**config.mk**
```make
export PLATFORM = sky130hd
export DESIGN_NAME = dwarf_cfi_frame_encoder
export DESIGN_NICKNAME = d
export VERILOG_FILES = /design/src/rtl/core/dcfi_pkg.sv /design/src/rtl/core/dwarf_cfi_frame_encoder.sv /design/src/rtl/core/dcfi_obuf.sv
export SDC_FILE = /design/constraint.sdc
export NUM_CORES = 1
export LEC_CHECK = 0
export BUFFER_PORTS_ARGS = -buffer_cell sky130_fd_sc_hd__buf_2
export CORE_ASPECT_RATIO = 2
export CORE_MARGIN = 2
export CORE_UTILIZATION = 35
export DETAILED_ROUTE_END_ITERATION = 8
export GPL_TIMING_DRIVEN = 0
export PLACE_DENSITY = 0.62
export RECOVER_POWER = 100
export SKIP_LAST_GASP = 1
export SYNTH_ARGS = -nofsm -noshare
export SYNTH_HDL_FRONTEND = slang
export SYNTH_HIERARCHICAL = 1
export SYNTH_SLANG_ARGS = --single-unit
```
**constraint.sdc**
```tcl
create_clock -name clk_i -period 12.95 [get_ports clk_i]
set_input_delay 2.59 -clock clk_i [delete_from_list [all_inputs] [get_ports clk_i]]
set_output_delay 2.59 -clock clk_i [all_outputs]
set_load 0.1 [all_outputs]
```
**src/rtl/core/dcfi_pkg.sv**
```systemverilog
// ----------------------------------------------------------------------------
// dcfi_pkg
// Shared types and constants for the unwind-table CFI encoder.
// ----------------------------------------------------------------------------
package dcfi_pkg;

  localparam int unsigned BufferBytes = 65536;
  localparam int unsigned PosW        = 17;

  // event codes
  localparam logic [2:0] EV_INIT     = 3'd0;
  localparam logic [2:0] EV_BEGIN    = 3'd1;
  localparam logic [2:0] EV_PUSH     = 3'd2;
  localparam logic [2:0] EV_CFA_REG  = 3'd3;
  localparam logic [2:0] EV_CFA_OFF  = 3'd4;
  localparam logic [2:0] EV_SAVE     = 3'd5;
  localparam logic [2:0] EV_END_FN   = 3'd6;
  localparam logic [2:0] EV_FINALIZE = 3'd7;

  // DW_CFA opcodes
  localparam logic [7:0] CFA_NOP         = 8'h00;
  localparam logic [7:0] CFA_ADV1        = 8'h02;
  localparam logic [7:0] CFA_ADV2        = 8'h03;
  localparam logic [7:0] CFA_ADV4        = 8'h04;
  localparam logic [7:0] CFA_REG_SAVE_X  = 8'h05;
  localparam logic [7:0] CFA_DEF_CFA     = 8'h0C;
  localparam logic [7:0] CFA_DEF_CFA_OFS = 8'h0E;
  localparam logic [7:0] CFA_ADVANCE     = 8'h40;
  localparam logic [7:0] CFA_REG_SAVE    = 8'h80;

  typedef struct packed {
    logic [15:0] addr;
    logic [7:0]  value;
  } beat_t;

  typedef struct packed {
    logic  push;
    logic  flush;
    beat_t beat;
  } obuf_ctl_t;

endpackage

```
**src/rtl/core/dwarf_cfi_frame_encoder.sv**
```systemverilog
// ----------------------------------------------------------------------------
// dwarf_cfi_frame_encoder
// Turns frame events into unwind-table byte writes (address, value).
// ----------------------------------------------------------------------------
// Each event is run by a small sequencer over a list of fields; one shared
// shifter/adder emits one byte write per cycle while output is not stalled.
// An event passes through the accepting beat, every sequencer step (skipped and
// dropped fields and the closing step included), its byte writes, the padding
// nops and the four-byte length patch, and a final flush; s_tready is low
// meanwhile. The last write of an event carries m_tlast.
// Length fields are patched after padding, as writes to lower addresses.
module dwarf_cfi_frame_encoder import dcfi_pkg::*; (
  input  logic         clk_i,
  input  logic         rst_ni,
  input  logic         s_tvalid_i,
  output logic         s_tready_o,
  input  logic [143:0] s_tdata_i,  // reg_req[15:0], offset[46:16], code_pos[77:47],
                                   // func_addr[109:78], func_size[141:110], zeros
  input  logic [2:0]   s_tuser_i,  // func
  output logic         m_tvalid_o,
  input  logic         m_tready_i,
  output logic [23:0]  m_tdata_o,  // byte_addr[15:0], byte_value[23:16]
  output logic         m_tlast_o
);

  localparam logic [2:0] ST_IDLE  = 3'd0;
  localparam logic [2:0] ST_FETCH = 3'd1;
  localparam logic [2:0] ST_EMIT  = 3'd2;
  localparam logic [2:0] ST_PAD   = 3'd3;
  localparam logic [2:0] ST_PATCH = 3'd4;
  localparam logic [2:0] ST_END   = 3'd5;

  localparam logic [1:0] OP_END  = 2'd0;
  localparam logic [1:0] OP_SKIP = 2'd1;
  localparam logic [1:0] OP_GRP  = 2'd2;
  localparam logic [1:0] OP_PADP = 2'd3;

  localparam logic [PosW:0] CapLim = (PosW+1)'(BufferBytes);

  logic [2:0]      state_q;
  logic [4:0]      step_q;
  logic [2:0]      func_q;
  logic [15:0]     reg_q;
  logic [30:0]     off_q, code_q;
  logic [31:0]     addr_q, size_q;
  logic [PosW-1:0] wp_q, cie_q, fde_q, start_q;
  logic            cie_none_q, fde_none_q;
  logic [30:0]     last_q, delta_q;
  logic            adv_q;
  logic [31:0]     sh_q;
  logic [2:0]      cnt_q;
  logic            uleb_q;

  logic [1:0]  op_k;
  logic [31:0] op_val;
  logic [2:0]  op_len;
  logic        op_uleb;
  logic        op_adv;
  logic        adv_go;
  logic [30:0] delta;
  logic [2:0]  uleb_len, glen;
  logic        fits;
  logic        pad_need, patch_ok;
  logic        ob_ready, ob_pend;
  obuf_ctl_t   ctl;
  logic        accept;

  assign accept = s_tvalid_i && (state_q == ST_IDLE);
  assign s_tready_o = (state_q == ST_IDLE);

  assign adv_go = code_q > last_q;
  assign delta  = code_q - last_q;

  always_comb begin
    op_k    = OP_END;
    op_val  = '0;
    op_len  = 3'd1;
    op_uleb = 1'b0;
    op_adv  = 1'b0;
    if ((func_q == EV_PUSH || func_q == EV_CFA_REG || func_q == EV_CFA_OFF ||
         func_q == EV_SAVE) && step_q == 5'd0) begin
      op_adv = 1'b1;
      if (!adv_go) begin
        op_k = OP_SKIP;
      end else begin
        op_k = OP_GRP;
        if (delta <= 31'd63)         op_val = {24'd0, CFA_ADVANCE | {2'b00, delta[5:0]}};
        else if (delta <= 31'd255)   op_val = {24'd0, CFA_ADV1};
        else if (delta <= 31'd65535) op_val = {24'd0, CFA_ADV2};
        else                         op_val = {24'd0, CFA_ADV4};
      end
    end else if ((func_q == EV_PUSH || func_q == EV_CFA_REG || func_q == EV_CFA_OFF ||
                  func_q == EV_SAVE) && step_q == 5'd1) begin
      if (!adv_q || delta_q <= 31'd63) begin
        op_k = OP_SKIP;
      end else begin
        op_k   = OP_GRP;
        op_val = {1'b0, delta_q};
        if (delta_q <= 31'd255)        op_len = 3'd1;
        else if (delta_q <= 31'd65535) op_len = 3'd2;
        else                           op_len = 3'd4;
      end
    end else begin
      case (func_q)
        EV_INIT: begin
          op_k = OP_GRP;
          case (step_q)
            5'd0, 5'd1: op_len = 3'd4;
            5'd2:  op_val = 32'd1;
            5'd3:  op_val = 32'h7A;
            5'd4:  op_val = 32'h52;
            5'd5:  op_val = 32'd0;
            5'd6:  begin op_val = 32'd1;  op_uleb = 1'b1; end
            5'd7:  op_val = 32'h78;
            5'd8:  begin op_val = 32'd16; op_uleb = 1'b1; end
            5'd9:  begin op_val = 32'd1;  op_uleb = 1'b1; end
            5'd10: op_val = 32'h1B;
            5'd11: op_val = {24'd0, CFA_DEF_CFA};
            5'd12: begin op_val = 32'd7;  op_uleb = 1'b1; end
            5'd13: begin op_val = 32'd8;  op_uleb = 1'b1; end
            5'd14: op_val = {24'd0, CFA_REG_SAVE | 8'd16};
            5'd15: begin op_val = 32'd1;  op_uleb = 1'b1; end
            5'd16: begin op_k = OP_PADP; op_val = {15'd0, cie_q}; end
            default: op_k = OP_END;
          endcase
        end
        EV_BEGIN: begin
          op_k   = OP_GRP;
          op_len = 3'd4;
          case (step_q)
            5'd0: op_val = '0;
            5'd1: op_val = cie_none_q ? {15'd0, wp_q} + 32'd1
                                      : {15'd0, wp_q} - {15'd0, cie_q};
            5'd2: op_val = addr_q;
            5'd3: op_val = size_q;
            5'd4: begin op_len = 3'd1; op_uleb = 1'b1; end
            default: op_k = OP_END;
          endcase
        end
        EV_PUSH: begin
          case (step_q)
            5'd2: begin
              op_k   = OP_GRP;
              op_val = (reg_q <= 16'd63) ? {24'd0, CFA_REG_SAVE | reg_q[7:0]}
                                         : {24'd0, CFA_REG_SAVE_X};
            end
            5'd3: begin
              op_k    = (reg_q <= 16'd63) ? OP_SKIP : OP_GRP;
              op_val  = {16'd0, reg_q};
              op_uleb = 1'b1;
            end
            5'd4: begin op_k = OP_GRP; op_val = 32'd1; op_uleb = 1'b1; end
            default: op_k = OP_END;
          endcase
        end
        EV_CFA_REG: begin
          op_k    = OP_GRP;
          op_uleb = 1'b1;
          case (step_q)
            5'd2: begin op_val = {24'd0, CFA_DEF_CFA}; op_uleb = 1'b0; end
            5'd3: op_val = {16'd0, reg_q};
            5'd4: op_val = {1'b0, off_q};
            default: op_k = OP_END;
          endcase
        end
        EV_CFA_OFF: begin
          op_k    = OP_GRP;
          op_uleb = 1'b1;
          case (step_q)
            5'd2: begin op_val = {24'd0, CFA_DEF_CFA_OFS}; op_uleb = 1'b0; end
            5'd3: op_val = {1'b0, off_q};
            default: op_k = OP_END;
          endcase
        end
        EV_SAVE: begin
          op_k    = OP_GRP;
          op_uleb = 1'b1;
          case (step_q)
            5'd2: begin op_val = {24'd0, CFA_REG_SAVE_X}; op_uleb = 1'b0; end
            5'd3: op_val = {16'd0, reg_q};
            5'd4: op_val = {4'd0, off_q[30:3]};
            default: op_k = OP_END;
          endcase
        end
        EV_END_FN: begin
          if (step_q == 5'd0 && !fde_none_q) begin
            op_k   = OP_PADP;
            op_val = {15'd0, fde_q};
          end
        end
        default: begin
          if (step_q == 5'd0) begin
            op_k   = OP_GRP;
            op_len = 3'd4;
          end
        end
      endcase
    end
  end

  always_comb begin
    if (op_val < 32'h80)            uleb_len = 3'd1;
    else if (op_val < 32'h4000)     uleb_len = 3'd2;
    else if (op_val < 32'h20_0000)  uleb_len = 3'd3;
    else if (op_val < 32'h1000_0000) uleb_len = 3'd4;
    else                            uleb_len = 3'd5;
  end

  assign glen     = op_uleb ? uleb_len : op_len;
  assign fits     = ({1'b0, wp_q} + {{(PosW-2){1'b0}}, glen}) <= CapLim;
  assign pad_need = (wp_q[2:0] != start_q[2:0]) && ({1'b0, wp_q} < CapLim);
  assign patch_ok = ({1'b0, start_q} + (PosW+1)'(4)) <= CapLim;

  always_comb begin
    ctl = '0;
    case (state_q)
      ST_EMIT: begin
        ctl.push       = ob_ready;
        ctl.beat.addr  = wp_q[15:0];
        ctl.beat.value = uleb_q ? {(cnt_q != 3'd1), sh_q[6:0]} : sh_q[7:0];
      end
      ST_PAD: begin
        ctl.push       = ob_ready && pad_need;
        ctl.beat.addr  = wp_q[15:0];
        ctl.beat.value = CFA_NOP;
      end
      ST_PATCH: begin
        ctl.push       = ob_ready;
        ctl.beat.addr  = start_q[15:0] + {14'd0, cnt_q[1:0]};
        ctl.beat.value = sh_q[7:0];
      end
      ST_END: ctl.flush = ob_ready && ob_pend;
      default: ctl = '0;
    endcase
  end

  always_ff @(posedge clk_i or negedge rst_ni) begin
    if (!rst_ni) begin
      state_q    <= ST_IDLE;
      step_q     <= '0;
      wp_q       <= '0;
      cie_q      <= '0;
      cie_none_q <= 1'b1;
      fde_q      <= '0;
      fde_none_q <= 1'b1;
      last_q     <= '0;
      adv_q      <= 1'b0;
    end else begin
      case (state_q)
        ST_IDLE: begin
          if (accept) begin
            step_q  <= '0;
            state_q <= ST_FETCH;
            if (s_tuser_i == EV_INIT) begin
              wp_q       <= '0;
              fde_none_q <= 1'b1;
              last_q     <= '0;
              cie_q      <= '0;
              cie_none_q <= 1'b0;
            end else if (s_tuser_i == EV_BEGIN) begin
              fde_q      <= wp_q;
              fde_none_q <= 1'b0;
              last_q     <= '0;
            end
          end
        end
        ST_FETCH: begin
          if (op_adv) begin
            adv_q <= adv_go;
            if (adv_go) begin
              delta_q <= delta;
              last_q  <= code_q;
            end
          end
          case (op_k)
            OP_END:  state_q <= ST_END;
            OP_SKIP: step_q <= step_q + 5'd1;
            OP_GRP: begin
              if (fits) begin
                sh_q    <= op_val;
                cnt_q   <= glen;
                uleb_q  <= op_uleb;
                state_q <= ST_EMIT;
              end else begin
                step_q <= step_q + 5'd1;
              end
            end
            default: begin
              start_q    <= op_val[PosW-1:0];
              fde_none_q <= 1'b1;
              state_q    <= ST_PAD;
            end
          endcase
        end
        ST_EMIT: begin
          if (ob_ready) begin
            wp_q  <= wp_q + PosW'(1);
            sh_q  <= uleb_q ? (sh_q >> 7) : (sh_q >> 8);
            cnt_q <= cnt_q - 3'd1;
            if (cnt_q == 3'd1) begin
              step_q  <= step_q + 5'd1;
              state_q <= ST_FETCH;
            end
          end
        end
        ST_PAD: begin
          if (pad_need) begin
            if (ob_ready) wp_q <= wp_q + PosW'(1);
          end else if (patch_ok) begin
            // entry length excludes the length word itself
            sh_q    <= {15'd0, wp_q} - {15'd0, start_q} - 32'd4;
            cnt_q   <= '0;
            state_q <= ST_PATCH;
          end else begin
            step_q  <= step_q + 5'd1;
            state_q <= ST_FETCH;
          end
        end
        ST_PATCH: begin
          if (ob_ready) begin
            sh_q  <= sh_q >> 8;
            cnt_q <= cnt_q + 3'd1;
            if (cnt_q == 3'd3) begin
              step_q  <= step_q + 5'd1;
              state_q <= ST_FETCH;
            end
          end
        end
        ST_END: begin
          if (!ob_pend || ob_ready) state_q <= ST_IDLE;
        end
        default: state_q <= ST_IDLE;
      endcase
    end
  end

  always_ff @(posedge clk_i) begin
    if (accept) begin
      func_q <= s_tuser_i;
      reg_q  <= s_tdata_i[15:0];
      off_q  <= s_tdata_i[46:16];
      code_q <= s_tdata_i[77:47];
      addr_q <= s_tdata_i[109:78];
      size_q <= s_tdata_i[141:110];
    end
  end

  dcfi_obuf u_obuf (
    .clk_i      (clk_i),
    .rst_ni     (rst_ni),
    .ctl_i      (ctl),
    .ready_o    (ob_ready),
    .pend_o     (ob_pend),
    .m_tvalid_o (m_tvalid_o),
    .m_tready_i (m_tready_i),
    .m_tdata_o  (m_tdata_o),
    .m_tlast_o  (m_tlast_o)
  );

`ifndef SYNTHESIS
  a_wp_in_range: assert property (@(posedge clk_i) disable iff (!rst_ni)
    {1'b0, wp_q} <= CapLim) else $error("write position past capacity");
  a_idle_no_pend: assert property (@(posedge clk_i) disable iff (!rst_ni)
    state_q == ST_IDLE |-> !ob_pend) else $error("byte held while idle");
  a_emit_cnt: assert property (@(posedge clk_i) disable iff (!rst_ni)
    state_q == ST_EMIT |-> cnt_q != 3'd0) else $error("emit with empty count");
`endif

endmodule

```
**src/rtl/core/dcfi_obuf.sv**
```systemverilog
// ----------------------------------------------------------------------------
// dcfi_obuf
// Holds the newest byte write until the next one shows whether it is last.
// ----------------------------------------------------------------------------
module dcfi_obuf import dcfi_pkg::*; (
  input  logic        clk_i,
  input  logic        rst_ni,
  input  obuf_ctl_t   ctl_i,
  output logic        ready_o,
  output logic        pend_o,
  output logic        m_tvalid_o,
  input  logic        m_tready_i,
  output logic [23:0] m_tdata_o,   // byte_addr[15:0], byte_value[23:16]
  output logic        m_tlast_o
);

  logic  pend_q;
  beat_t pend_beat_q;
  logic  out_v_q;
  logic  out_last_q;
  beat_t out_beat_q;
  logic  move;

  assign ready_o = !out_v_q || m_tready_i;
  assign move    = ready_o && pend_q && (ctl_i.push || ctl_i.flush);

  always_ff @(posedge clk_i or negedge rst_ni) begin
    if (!rst_ni) begin
      pend_q  <= 1'b0;
      out_v_q <= 1'b0;
    end else begin
      if (ready_o && ctl_i.push) begin
        pend_q <= 1'b1;
      end else if (ready_o && ctl_i.flush) begin
        pend_q <= 1'b0;
      end
      if (move) begin
        out_v_q <= 1'b1;
      end else if (m_tready_i) begin
        out_v_q <= 1'b0;
      end
    end
  end

  always_ff @(posedge clk_i) begin
    if (ready_o && ctl_i.push) begin
      pend_beat_q <= ctl_i.beat;
    end
    if (move) begin
      out_beat_q <= pend_beat_q;
      out_last_q <= ctl_i.flush && !ctl_i.push;
    end
  end

  assign pend_o     = pend_q;
  assign m_tvalid_o = out_v_q;
  assign m_tdata_o  = {out_beat_q.value, out_beat_q.addr};
  assign m_tlast_o  = out_last_q;

endmodule
```
==> summary.md <==
| Metric | Value |
|---|---|
| Synth Cell Area | `20,100 um2` |
| Final Hold Vio Count | `0` |
| CP required | `13.32 ns` |
| Peak fanout along the critical path | `10` |
| Leak | `0.00842 uW` |
| Syn Inst Count | `about 1,900` |
| Synth unique cells | `95` |
| CTS hold repair buffers | `0` |
| Violated checks | `capacitance limit, slew limit` |
| Final Wtd Congestion | `0.980` |
| DR iter-0 viols | `1,493` |
| Detail Placement HPWL | `60,000 um` |
| Synth Warn # | `6` |
| Seq cells post-synth | `around 360` |
| Max VDD drop | `0.196 mV` |
| Die Span X | `roughly 170 um` |
| Worst-path clk slew | `0.06 ns` |
| Layout area overhead | `14.5%` |
| Buffers on Ports | `175` |
| Mean post-synth cell area | `10.4 um2` |
| Dpl cell area | `22,100 um2` |
| Vias in the first global route | `17,217` |
| Grt ovf | `0` |
| Final worst path period share | `0.813` |
| Top_reg_cell synth | `edfxtp_1` |
| Number of flops mapped to enable cells by yosys | `278` |
| Share of synthesized flip-flops with an asynchronous set or reset | `0.219` |
| Setup-failing EPs final | `0` |
| Outcome | `finished, violations left` |
| Fmax | `94.9 MHz` |
| Max Cap Viol | `10` |
| DR WL/cell | `25.5 um` |
| Synth Net Count | `2,159` |
| Core area | `56,900 um2` |
| Routed wire length | `74,900 um` |
| DRT antenna net count | `0` |
| Initial antenna violation count | `0` |
| PD cells | `216 nW/um2` |
| DRC Markers | `0` |
| CTS sink count | `356` |
| Root Buffer | `clkbuf_16` |
| CP Data Arrival Time | `10.90 ns` |
| Min Tclk post-route | `about 11 ns` |
| Die Area | `59,500 um2` |
| CTS H-Tree Depth | `2` |
| Via density | `5.78` |
| Sequential share of the synthesized area | `0.512` |
| Layout cells sized above 1 | `0.109` |
| Vias | `17,015` |
| IO Pins | `approximately 180` |
| Final Instance Area | `23,000 um2` |
| Pre-Repair DR Iteration Count | `6` |
| Largest net degree at the start of global routing | `104` |
| Cell total after placement | `2,878` |
| TNS Setup | `0 ns` |
| Clk_lat worst skew | `0.56 ns` |
| Overall Global Routing Usage | `0.248` |
| Critical Path Start Type | `flip-flop` |
| Setup CP Type | `flip-flop to flip-flop` |
| CTS tree | `done` |
| Worst-margin pin slew | `5.19 ns` |
| Initial Util | `0.353` |
| First-pass GRT wire length | `between 100,000 and 150,000 um` |
| Pre-CTS setup slack | `slightly below 4 ns` |
| Rows | `124` |
| Total setup buffers inserted after CTS | `0` |
| Worst Setup Slack, final | `2.42 ns` |
| Chip height | `343 um` |
| CTS resizes | `0` |
| Slew Limit Fails | `300` |
| Worst Hold Class | `flip-flop to flip-flop` |
| Worst Skew | `0.0297 ns` |
| CTS buffer count | `35` |
| NumNets Final | `2,378` |
| Fin cells | `2,942` |
| RSZ-0062 raised after global routing | `false` |
| Max transition margin | `-2.46` |
| Setup crit end kind | `flip-flop` |
| Clk buf depth | `3` |
worst paths after layout:
| kind | from | endpoint | slack, ns | cells past startpoint |
|---|---|---|---|---|
| min in group asynchronous | rst_ni | state_q[1]$_DFFE_PN0P_ | 2.73 | 1 |
| min reg2reg | u_obuf/pend_beat_q[4]$_DFFE_PP_ | u_obuf/m_tdata_o[20]$_DFFE_PP_ | 0.42 | 0 |
| max in group asynchronous | rst_ni | wp_q[14]$_DFFE_PN0P_ | 6.93 | 2 |
| min | u_obuf/pend_beat_q[4]$_DFFE_PP_ | u_obuf/m_tdata_o[20]$_DFFE_PP_ | 0.42 | 0 |
| max | step_q[1]$_DFFE_PN0P_ | step_q[1]$_DFFE_PN0P_ | 2.42 | 20 |
| max reg2reg | step_q[1]$_DFFE_PN0P_ | step_q[1]$_DFFE_PN0P_ | 2.42 | 20 |
cells in the mapped netlist, types with 27 or more instances:
cell | number | area (um2)
a21oi_1 | 133 | 666
nor2_1 | 123 | 462
and2_1 | 27 | 169
inv_1 | 92 | 345
nand2_1 | 180 | 676
xor2_1 | 27 | 236
a222oi_1 | 31 | 310
xnor2_1 | 48 | 420
ha_1 | 64 | 801
o21ai_0 | 144 | 721
nor3_1 | 41 | 205
edfxtp_1 | 278 | 8350
dfrtp_1 | 76 | 1900
clkbuf_1 | 93 | 349
o31ai_1 | 50 | 375
nand3_1 | 42 | 210
nand4_1 | 27 | 169
a22oi_1 | 42 | 315
state kept, by name (all words and copies together), names as in the netlist, 5 cells and up:
name / cells
wp_q: 17
fde_q: 17
u_obuf/m_tdata_o: 24
addr_q: 32
step_q: 5
u_obuf/pend_beat_q: 24
start_q: 17
sh_q: 32
delta_q: 31
last_q: 31
code_q: 31
size_q: 32
reg_q: 16
off_q: 31
layer usage:
layer	GRT usage	vias up	wire length (um)
li1	-	7853	-
met1	0.235	8178	24200
met2	0.475	736	39700
met3	0.0281	248	3390
met4	0.207	0	7600
met5	0	-	0
per-stage QoR:
stage                     hold slack, ns  total power [uW]   util
after floorplan                    0.400              3200      -
after global placement             0.406              3930  0.385
after detailed placement           0.405              3970  0.388
after CTS                          0.418              5010  0.408
after global routing               0.422              5230  0.405
final                              0.416              4990  0.405
layout make-up:
class                      count  area, um2
timing repair buffer         182        880
clock buffer                  47        983
sequential                   356      10300
fill                        5657      33900
antenna                        2       5.00
buffer                       116        470
tap                          756        946
inverter                      92        347
clock inverter                15        143
multi-input combinational   1376       8970
logic make-up after synthesis:
| group | Yosys count | share of synthesized area |
|---|---|---|
| flip-flops | 356 | 0.512 |
| buffers and inverters | 208 | 0.0407 |
| multiplexers | 27 | 0.0144 |
| adder cells (fa/ha/maj) | 69 | 0.0443 |
| AND/OR/NAND/NOR | 566 | 0.140 |
| XOR/XNOR | 75 | 0.0326 |
| AO/OA/AOI/OAI | 639 | 0.216 |
worst max-delay path: stages, from the launching register on:
cell and delay [ns]:
dfrtp_1 0.41, ha_1 0.33, nor4b_1 1.78, clkbuf_1 0.56, clkbuf_1 0.72, a222oi_1 0.31
o21ai_0 0.58, or4_1 0.21, nor2_1 0.05, o31ai_1 1.29, inv_1 0.21, fa_1 0.50
nor2b_1 0.20, o21ai_0 0.16, mux2_2 0.32, o22ai_1 0.21, nand4_1 0.15, a21oi_1 0.76
a2111oi_0 0.22, o31ai_1 1.08, o21ai_0 0.27
report_power, final:
part | internal, uW | switching, uW | leakage, uW
combinational | 622 | 1580 | 0.00427
sequential | 1630 | 132 | 0.00361
clock | 578 | 452 | 0.000549
cell usage in the layout (no fill, tap or decap), types with 16 or more instances in the layout:
cell	Yosys	final
a21o_1	26	26
clkbuf_1	93	152
nor3_1	41	41
ha_1	64	64
o31ai_1	50	51
a31oi_1	16	16
dfrtp_1	76	76
nand3_1	42	42
and2_1	27	16
nand4_1	27	27
xnor2_1	48	48
a211oi_1	16	17
edfxtp_1	278	278
buf_2	12	143
or3_1	20	20
o211ai_1	18	18
and3_1	16	16
mux2_2	16	16
nor2_1	123	122
clkbuf_16	0	37
inv_1	92	91
nand2_1	180	180
a222oi_1	31	31
xor2_1	27	27
a22oi_1	42	42
o21ai_0	144	144
a21oi_1	133	134
o21a_1	21	22
(Power assumes the default switching activity.)
